===== config.mk =====
export PLATFORM = sky130hd
export DESIGN_NAME = cdg_raster_ctl
export DESIGN_NICKNAME = d
export VERILOG_FILES = /design/src/hw/rtl/cdg_pkg.sv /design/src/hw/rtl/cdg_raster_ctl.sv
export SDC_FILE = /design/constraint.sdc
export NUM_CORES = 1
export LEC_CHECK = 0
export BUFFER_PORTS_ARGS = -buffer_cell sky130_fd_sc_hd__buf_2
export CORE_ASPECT_RATIO = 1.4
export CORE_MARGIN = 4
export CORE_UTILIZATION = 40
export DETAILED_ROUTE_END_ITERATION = 10
export SLEW_MARGIN = 20
export SYNTH_ARGS = -nofsm -noshare
export SYNTH_HDL_FRONTEND = slang
export SYNTH_SLANG_ARGS = --single-unit

===== constraint.sdc =====
create_clock -name clk -period 4.6 [get_ports clk]
set_clock_uncertainty 0.2 [all_clocks]
set_input_delay 0.92 -clock clk [delete_from_list [all_inputs] [get_ports clk]]
set_output_delay 0.92 -clock clk [all_outputs]
set_load 0.01 [all_outputs]

===== src/hw/rtl/cdg_pkg.sv =====
`timescale 1ns / 1ps
// ----------------------------------------------------------------------------
// Central difference gradient package
// Shared constants, configuration register codes and the position flags that
// travel from the raster control to the difference datapath.
// ----------------------------------------------------------------------------
package cdg_pkg;

  localparam int MAX_COLS_DEFAULT    = 1024;
  localparam int SAMPLE_BITS_DEFAULT = 16;

  // Configuration register widths and reset values.
  localparam int COLS_BITS  = 11;
  localparam int ROWS_BITS  = 12;
  localparam int CFG_BITS   = 12;
  localparam int COLS_RESET = 1024;
  localparam int ROWS_RESET = 1024;

  // One sample completes at most four positions (the frame's last corner).
  localparam int MAX_RESULTS = 4;
  // Result queue depth, a power of two.
  localparam int OUT_DEPTH   = 16;

  typedef enum logic [0:0] {
    CFG_COLUMNS = 1'b0,
    CFG_ROWS    = 1'b1
  } cfg_reg_t;

  // Which results a sample produces, and the edge conditions of the column
  // and row positions that its results refer to.
  typedef struct packed {
    logic has_a;    // position one row up, one column left
    logic has_b;    // position one row up, this column (row end)
    logic has_c;    // this row, one column left (last row)
    logic has_d;    // this row, this column (last row, row end)
    logic cp_zero;  // column to the left is the first column
    logic cp_last;  // column to the left is at or past the last column
    logic c_zero;   // this column is the first column
    logic c_last;   // this column is at or past the last column
    logic rp_zero;  // row above is the first row
    logic rp_last;  // row above is at or past the last row
    logic r_zero;   // this row is the first row
    logic r_last;   // this row is at or past the last row
  } pos_flags_t;

endpackage


===== src/hw/rtl/cdg_raster_ctl.sv =====
`timescale 1ns / 1ps
// ----------------------------------------------------------------------------
// Raster position control
// Holds the frame size registers and the column and row counters, and
// derives the result and edge flags for the sample at the current position.
// ----------------------------------------------------------------------------
module cdg_raster_ctl #(
  parameter int MAX_COLS = cdg_pkg::MAX_COLS_DEFAULT,
  localparam int CW      = $clog2(MAX_COLS)
) (
  input  logic                          clk,
  input  logic                          rst,
  input  logic                          cfg_write,
  input  cdg_pkg::cfg_reg_t             cfg_index,
  input  logic [cdg_pkg::CFG_BITS-1:0]  cfg_data,
  input  logic                          accept,
  output logic [CW-1:0]                 col,
  output cdg_pkg::pos_flags_t           flags
);

  localparam int RB = cdg_pkg::ROWS_BITS;
  localparam int LAST_COL_RESET =
    ((cdg_pkg::COLS_RESET < MAX_COLS) ? cdg_pkg::COLS_RESET : MAX_COLS) - 1;
  localparam int LAST_ROW_RESET = cdg_pkg::ROWS_RESET - 1;

  logic [CW-1:0]                 last_col;
  logic [RB-1:0]                 row;
  logic [RB-1:0]                 last_row;
  logic [cdg_pkg::COLS_BITS-1:0] cols_val;
  logic [RB-1:0]                 rows_val;
  logic [CW-1:0]                 last_col_next;
  logic [RB-1:0]                 last_row_next;
  logic                          end_col;
  logic                          end_row;

  // The registers are stored as last index, already clamped to the legal range.
  always_comb begin
    cols_val = cfg_data[cdg_pkg::COLS_BITS-1:0];
    rows_val = cfg_data[RB-1:0];
    if (cols_val < cdg_pkg::COLS_BITS'(2)) begin
      last_col_next = CW'(1);
    end else if (32'(cols_val) > MAX_COLS) begin
      last_col_next = CW'(MAX_COLS - 1);
    end else begin
      last_col_next = CW'(cols_val - cdg_pkg::COLS_BITS'(1));
    end
    if (rows_val < RB'(2)) begin
      last_row_next = RB'(1);
    end else begin
      last_row_next = rows_val - RB'(1);
    end
  end

  always_ff @(posedge clk) begin
    if (rst) begin
      last_col <= CW'(LAST_COL_RESET);
      last_row <= RB'(LAST_ROW_RESET);
    end else if (cfg_write) begin
      unique case (cfg_index)
        cdg_pkg::CFG_COLUMNS: last_col <= last_col_next;
        cdg_pkg::CFG_ROWS:    last_row <= last_row_next;
      endcase
    end
  end

  assign end_col = col >= last_col;
  assign end_row = row >= last_row;

  always_ff @(posedge clk) begin
    if (rst) begin
      col <= '0;
      row <= '0;
    end else if (accept) begin
      if (end_col) begin
        col <= '0;
        row <= end_row ? '0 : row + RB'(1);
      end else begin
        col <= col + CW'(1);
      end
    end
  end

  always_comb begin
    flags.has_a   = (row != '0) && (col != '0);
    flags.has_b   = (row != '0) && end_col;
    flags.has_c   = (row != '0) && end_row && (col != '0);
    flags.has_d   = (row != '0) && end_row && end_col;
    flags.cp_zero = col == CW'(1);
    flags.cp_last = col > last_col;
    flags.c_zero  = col == '0;
    flags.c_last  = end_col;
    flags.rp_zero = row == RB'(1);
    flags.rp_last = row > last_row;
    flags.r_zero  = row == '0;
    flags.r_last  = end_row;
  end

endmodule


* Word level (Yosys, flattened, before mapping) *
Index checks and enable logic that the tools add are counted.

storage, ports and cells
  register bits = 44
  memories = 0
  memory bits (read-only) = 0
  output and inout bits = 22
  logic and storage cells = 35
  memory bits (writable) = 0
  bits in latches = 0
  input port bits = 17

operators by class
  shifts and indexed selects = 0
  order comparisons = 7
  mux-type cells = 5
  reductions and logical operators = 12
  multipliers = 0
  divide/modulo/power cells = 0
  eq/ne operators = 2
  $add $sub $neg = 4
  bitwise logic cells = 1

operators by type and width
  operator                                                                        number
  10-bit two-way mux                                                              3
  12-bit two-way mux                                                              2
  12-bit by 1-bit adder with 12-bit output (second input constant)                1
  12-bit by 1-bit equality test with 1-bit output (second input constant)         1
  12-bit greater-or-equal comparator                                              1
  12-bit > comparator                                                             1
  12-bit zero test                                                                1
  12-bit by 2-bit less-than comparator with 1-bit output (second input constant)  1
  12-bit nonzero test                                                             1
  12-bit by 1-bit subtractor with 12-bit output (second input constant)           1
  11-bit > comparator (second input constant)                                     1
  11-bit by 2-bit less-than comparator with 1-bit output (second input constant)  1
  10-bit by 1-bit adder with 10-bit output (second input constant)                1
  10-bit by 1-bit equality test with 1-bit output (second input constant)         1
  10-bit greater-or-equal comparator                                              1
  10-bit > comparator                                                             1
  10-bit zero test                                                                1
  10-bit nonzero test                                                             1
  10-bit by 1-bit subtractor with 10-bit output (second input constant)           1
  2-bit AND reduction                                                             3
  1-bit logical AND                                                               5
  1-bit NOT                                                                       1

* Depth between registers and ports, before layout *
Gate-level depths: netlist (run 1).

  word-level depth = 3
  depth in mapped cells = 9
  gate-level depth less buffers = 9

* Worst setup path after synthesis (run 1) *
OpenSTA, ideal clock, no wires.

  path type = register to output
  from = reg row[0]
  to = out flags[9] in the netlist's numbering
  setup slack = 1539 ps
  stages on the path, launching flop included = 9
  buffers on the path = 1
  data required time = 3480 ps
  data arrival time = 1941 ps
  cell sequence = dfxtp_1 -> inv_1 -> ha_1 -> nor2b_1 -> o211ai_1 -> a211oi_1 -> nor3_4 -> clkbuf_1 -> nor3_1

RTL lines
  item                      RTL line              source
  start: declaration        cdg_raster_ctl.sv:27  logic [RB-1:0] row;
  start signal: assignment  cdg_raster_ctl.sv:76  row <= end_row ? '0 : row + RB'(1);
  end: declaration          cdg_raster_ctl.sv:18  output cdg_pkg::pos_flags_t flags

==> results.json, run 1 <==
{
  "status": "complete, no violations",
  "r2r-end": "row[3]$_SDFFE_PP0P_",
  "syn_avg_cell_area_um2": 8.07,
  "ys_seq_area_frac": 0.322,
  "pwr-share-clk": 0.283,
  "slowest_stage": "a211oi_1",
  "maxCapViolCount": 0,
  "area_growth_pct": 12.8,
  "core-area_mm2": 0.00661,
  "cts_hold_buf": 0,
  "leakage_uw": 0.00143,
  "synth_fp_nets": 385,
  "clkSinkCount": 44,
  "synthFlopType": "dfxtp_1",
  "critPathLaunch": "row[0]$_SDFFE_PP0P_",
  "multiInputGateArea_mm2": 0.00169,
  "power_switching_uw": 252,
  "synth_area_mm2": 0.00274,
  "clk_pin_slew_ns": 0.08,
  "clk_latency_ns": 0.29,
  "drive_above_1_share": 0.142,
  "hold_depth": 2,
  "pwr-share-seq": 0.519,
  "track_usage": 0.157,
  "num_io_pins": 39,
  "maxSlewViolCount": 0,
  "cts.path.max_buffers": 2,
  "start_util": 0.414,
  "slew_headroom": 0.551,
  "first_pass_iters": 4,
  "syn_inst": 339,
  "seqCellArea_um2": 881,
  "end_kind": "primary output",
  "drc_errors": 0,
  "grt_pass1_vias": 2381,
  "cts_tree": "done",
  "nets": 420,
  "grt_start_max_net_pins": 36,
  "reg2reg_depth": 9,
  "power_density_mw_per_mm2": 267,
  "synth_cell_types": 42,
  "synth-edff-count": 0,
  "cts_buffers": 5,
  "combPwrFrac": 0.198,
  "reg2reg_slack_ns": 1.92,
  "async_flop_share": 0,
  "die_w_um": 77.9,
  "num_rows": 35,
  "period_needed_ns": 3.44,
  "hold_class": "reg2reg",
  "worstMarginPinSlew_ns": 0.670,
  "min_period_over_period": 0.747,
  "cp-start-kind": "register",
  "crit_path_end": "flags[9]",
  "gp_congestion": 0.844,
  "fmax_ghz": 0.291,
  "grt_pass1_wl_um": 10800,
  "rsz0062_at_grt": "false",
  "fp.dieH_um": 106,
  "internal-power_uw": 572,
  "swShare": 0.306,
  "arrival_ns": 2.32,
  "cp_cell_sequence": "inv_1, ha_1, nor2b_1, o211ai_1, a211oi_1, nor3_4, buf_4, nor3_1, buf_2",
  "vias": 2476,
  "setup_viol": 0,
  "required_ns": 3.48,
  "viasPerCell": 5.31,
  "ys_warn_count": 0,
  "post_cts_resized": 0,
  "drt_iter0_markers": 202,
  "post-route-util": 0.467,
  "root_buffer": "clkbuf_8",
  "wl_per_cell_um": 13.4,
  "hold_viol": 0,
  "r2r_start": "row[7]$_SDFFE_PP0P_",
  "vdd_ir_drop_max_uv": 104,
  "antennaDiodeCount": 0,
  "n_fill_cell": 666,
  "wl_um": 6260,
  "die-area_mm2": 0.00825,
  "finalSetupTns_ns": 0,
  "max_stage_delay_ns": 0.48,
  "grt_overflow": 0,
  "post_cts_buffers": 0,
  "postRouteAntennaNets": 0,
  "dp_hpwl_um": 4930,
  "crit_fanout": 18,
  "port_buffers": 38,
  "critPathKind": "reg2out",
  "antenna_found_initial": 0,
  "synth_seq_cells": 44,
  "h-tree-depth": 2
}
-- power groups by stage --
stage	Combinational, uW	Sequential [uW]	Clock, uW
3_5_place_dp	166	437	0
2_1_floorplan	115	429	0
3_3_place_gp	164	435	0
4_1_cts	166	427	241
6_report	163	428	233
5_1_grt	188	431	255
-- area by class of cell --
type,instances,share of cell area
sequential,44,0.285
timing repair buffer,40,0.0665
clock buffer,5,0.0223
multi-input combinational,252,0.547
tap,92,0.0373
inverter,31,0.0377
clock inverter,2,0.00406
-- worst min path at each step --
stage | start | end | slack (ns)
after floorplan | last_col[9]$_SDFFE_PP1P_ | last_col[9]$_SDFFE_PP1P_ | 0.24
after global placement | last_col[7]$_SDFFE_PP1P_ | last_col[7]$_SDFFE_PP1P_ | 0.26
after detailed placement | last_col[7]$_SDFFE_PP1P_ | last_col[7]$_SDFFE_PP1P_ | 0.26
after CTS | last_col[7]$_SDFFE_PP1P_ | last_col[7]$_SDFFE_PP1P_ | 0.28
after global routing | last_row[9]$_SDFFE_PP1P_ | last_row[9]$_SDFFE_PP1P_ | 0.31
final | last_row[1]$_SDFFE_PP1P_ | last_row[1]$_SDFFE_PP1P_ | 0.27
-- per-stage QoR --
stage          hold WS (ns)  cells  setup slack [ns]  instance area (um2)  power, uW
2_1_floorplan         0.237    339              1.54                 2740        544
3_3_place_gp          0.260    459              1.52                 3000        599
3_5_place_dp          0.258    459              1.48                 3000        602
4_1_cts               0.276    466              1.14                 3090        835
5_1_grt               0.309    466             0.956                 3090        874
6_report              0.274    466              1.16                 3090        824
-- logic make-up after synthesis --
| kind of cell | after synthesis | synth area share |
|---|---|---|
| buffers and inverters | 43 | 0.0617 |
| DFF | 44 | 0.322 |
| adders and majority gates | 29 | 0.133 |
| muxes | 1 | 0.00366 |
| xor gates and xnor gates | 17 | 0.0544 |
| AOI/OAI and AO/OA | 65 | 0.160 |
| and+or+nand+nor | 140 | 0.266 |
-- synthesized netlist by cell type (10+ instances only) --
master    instances  area share
dfxtp_1          44        0.32
nand2_1          34       0.047
inv_1            30       0.041
nor2_1           30       0.041
ha_1             29        0.13
a21oi_1          23       0.042
nand3_1          21       0.038
a221o_1          14       0.051
a31oi_1          10       0.023
clkbuf_1         10       0.014
xnor2_1          10       0.032
-- registers in the layout, indices dropped and copies added (netlist names) --
register / cells
col: 10
last_row: 12
row: 12
last_col: 10
-- worst max-delay path, delay by kind of cell (launching register included) --
kind / cells / cell delay (ns)
and+or+nand+nor: 3 / 0.38
DFF: 1 / 0.40
adders and majority gates: 1 / 0.20
buffers and inverters: 3 / 0.48
AOI/OAI and AO/OA: 2 / 0.57
-- layer usage --
| layer | global-route usage | vias up | wire [um] |
|---|---|---|---|
| met3 | 0.0214 | 10 | 238 |
| met5 | 0 | - | 0 |
| li1 | - | 1276 | - |
| met1 | 0.198 | 1135 | 2880 |
| met4 | 0.0525 | 0 | 128 |
| met2 | 0.272 | 55 | 3010 |
-- cell usage in the layout (no fill, tap or decap), drive strengths merged, types with 10 or more instances in the layout --
master,count
inv,31
dfxtp,44
buf,40
ha,29
a21oi,23
nand2,34
a31oi,10
a221o,14
xnor2,10
nor2,30
nand3,21
No activity file was read; power rests on OpenSTA's default activity.
==> run 2, diff against run 1 <==
- ABC_AREA: unset -> 1
- clock period: 4.6 -> 2.9 ns (I/O delays scaled with it)
==> run 2 against run 1 <==
Area after synthesis increased by 14%; global-route usage rose by 1.1 points; die area grew 13%; synthesized cell count is 31% higher; sequential cell count is the same; combinational power is essentially flat; hold slack improved by 0.0019 ns; critical path type unchanged; largest cell class unchanged.
==> results.json, run 2 <==
{
  "stdcell_count": 578,
  "leakage_uw": 0.00187,
  "multiInputGateArea_mm2": 0.00186,
  "syn_inst": 444,
  "ys_warn_count": 0,
  "synthFlopType": "dfxtp_1",
  "min_period_over_period": 0.942,
  "synth_area_leader_cell": "dfxtp_1",
  "async_flop_share": 0,
  "dp_hpwl_um": 6030,
  "hold_class": "reg2reg",
  "grt_overflow": 0,
  "gp_congestion": 0.830,
  "slew_headroom": 0.600,
  "start_util": 0.418,
  "wl_um": 7370,
  "drc_errors": 0,
  "post_cts_resized": 0,
  "clk_latency_ns": 0.30,
  "n_fill_cell": 787,
  "fp.dieH_um": 112,
  "drive_above_1_share": 0.185,
  "fmax_ghz": 0.366,
  "vias": 2820,
  "grt_start_max_net_pins": 23,
  "max_stage_delay_ns": 0.39,
  "antennaDiodeCount": 0,
  "layout_commonest_cell": "nand2_1",
  "cts_hold_buf": 0,
  "synth_area_mm2": 0.00311,
  "synth_seq_cells": 44,
  "yosysMostFrequentCell": "nand2_1",
  "maxSlewViolCount": 0,
  "combPwrFrac": 0.126,
  "viasPerCell": 4.88,
  "finalSetupTns_ns": 0,
  "maxCapViolCount": 0,
  "rsz0062_at_grt": "false",
  "die_w_um": 82.6,
  "crit_fanout": 7,
  "seqCellArea_um2": 881,
  "root_buffer": "clkbuf_8",
  "hold_viol": 0,
  "dp.cells": 570,
  "arrival_ns": 1.95,
  "grt_pass1_vias": 2634,
  "syn_avg_cell_area_um2": 7.01,
  "cts_buffers": 5,
  "status": "complete, no violations",
  "first_pass_iters": 4,
  "nets": 526,
  "pwr-share-clk": 0.390,
  "final_cell_mix": "nand2_1 (102), inv_1 (73), dfxtp_1 (44)",
  "grt_pass1_wl_um": 12300,
  "cts.path.max_buffers": 2,
  "clkSinkCount": 44,
  "post_cts_buffers": 0,
  "yosys-top-cells-count": "nand2_1 (102), inv_1 (73), dfxtp_1 (44)",
  "antenna_found_initial": 0,
  "ys_seq_area_frac": 0.283,
  "slowest_stage": "dfxtp_1",
  "swShare": 0.265,
  "period_needed_ns": 2.73,
  "synth_top_area_share": 0.283,
  "clk_pin_slew_ns": 0.09,
  "post-route-util": 0.468,
  "synth_cell_types": 37,
  "synth_fp_nets": 490,
  "area_growth_pct": 11.9,
  "largestRegisters": "last_row: 12 flops, row: 12 flops",
  "track_usage": 0.168,
  "required_ns": 2.12,
  "power_switching_uw": 348,
  "port_buffers": 38,
  "synth-edff-count": 0,
  "core-area_mm2": 0.00745,
  "end_kind": "primary output",
  "num_io_pins": 39,
  "internal-power_uw": 964,
  "num_rows": 37,
  "cts_tree": "done",
  "drt_iter0_markers": 140,
  "whs_ns": 0.276,
  "postRouteAntennaNets": 0,
  "setup_viol": 0,
  "wl_per_cell_um": 12.8,
  "worstMarginPinSlew_ns": 0.600,
  "cp-start-kind": "register",
  "h-tree-depth": 2,
  "synth_area_leaders": "dfxtp_1 (28%), nand2_1 (12%), ha_1 (12%)",
  "cp_cell_sequence": "ha_1, nand2_2, nor2_2, nand3_1, nand4_4, nand2_1, a21oi_1, buf_2",
  "power_density_mw_per_mm2": 377,
  "critPathKind": "reg2out",
  "die-area_mm2": 0.00928,
  "pwr-share-seq": 0.484,
  "vdd_ir_drop_max_uv": 245
}
## run 2: per-stage QoR
stage	area, um2	worst slack (ns)	total power (uW)
6_report	3480	0.168	1310
5_1_grt	3480	0.0117	1370
4_1_cts	3480	0.121	1330
3_5_place_dp	3360	0.477	817
3_3_place_gp	3360	0.508	814
2_1_floorplan	3110	0.558	762
## run 2: worst paths after layout
path / endpoint / slack, ns / from / depth (start not counted)
hold reg to reg: last_row[10]$_SDFFE_PP0P_ / 0.28 / last_row[10]$_SDFFE_PP0P_ / 2
hold / removal: last_row[10]$_SDFFE_PP0P_ / 0.28 / last_row[10]$_SDFFE_PP0P_ / 2
setup / recovery: flags[8] / 0.17 / col[8]$_SDFFE_PP0P_ / 8
setup reg to reg: row[8]$_SDFFE_PP0P_ / 0.49 / col[8]$_SDFFE_PP0P_ / 11
## run 2: final cells by class
| type | count | area share |
|---|---|---|
| Clock buffer | 6 | 0.0237 |
| Clock inverter | 2 | 0.0111 |
| Multi-Input combinational cell | 310 | 0.533 |
| Tap cell | 97 | 0.0348 |
| Sequential cell | 44 | 0.253 |
| Inverter | 79 | 0.0858 |
| Timing Repair Buffer | 40 | 0.0589 |
## run 2: power groups by stage
stage | logic, uW | clock network, uW | registers (uW)
3_5_place_dp | 167 | 0 | 650
4_1_cts | 168 | 525 | 636
6_report | 166 | 512 | 635
2_1_floorplan | 115 | 0 | 648
3_3_place_gp | 165 | 0 | 649
5_1_grt | 189 | 544 | 638
## run 2: critical path: cells and delay by family, from the launching register on
family / cells / cell delay, ns
AOI/OAI and AO/OA: 1 / 0.15
DFF: 1 / 0.39
and+or+nand+nor: 5 / 0.62
buffers and inverters: 1 / 0.15
adders and majority gates: 1 / 0.32
## run 2: cell families (layout without fill, tap and decap cells)
| family | count (synthesis) | after routing | synth area share |
|---|---|---|---|
| AND/OR/NAND/NOR | 220 | 220 | 0.342 |
| AO/OA/AOI/OAI | 50 | 50 | 0.107 |
| flip-flops | 44 | 44 | 0.283 |
| buffers and inverters | 90 | 127 | 0.121 |
| adder cells (fa/ha/maj) | 29 | 29 | 0.117 |
| XOR/XNOR | 11 | 11 | 0.0310 |
## run 2: metal layers
layer | wire length, um | track usage
met3 | 221 | 0.0297
met5 | 0 | 0
met1 | 3130 | 0.201
met4 | 71 | 0.0458
met2 | 3950 | 0.301
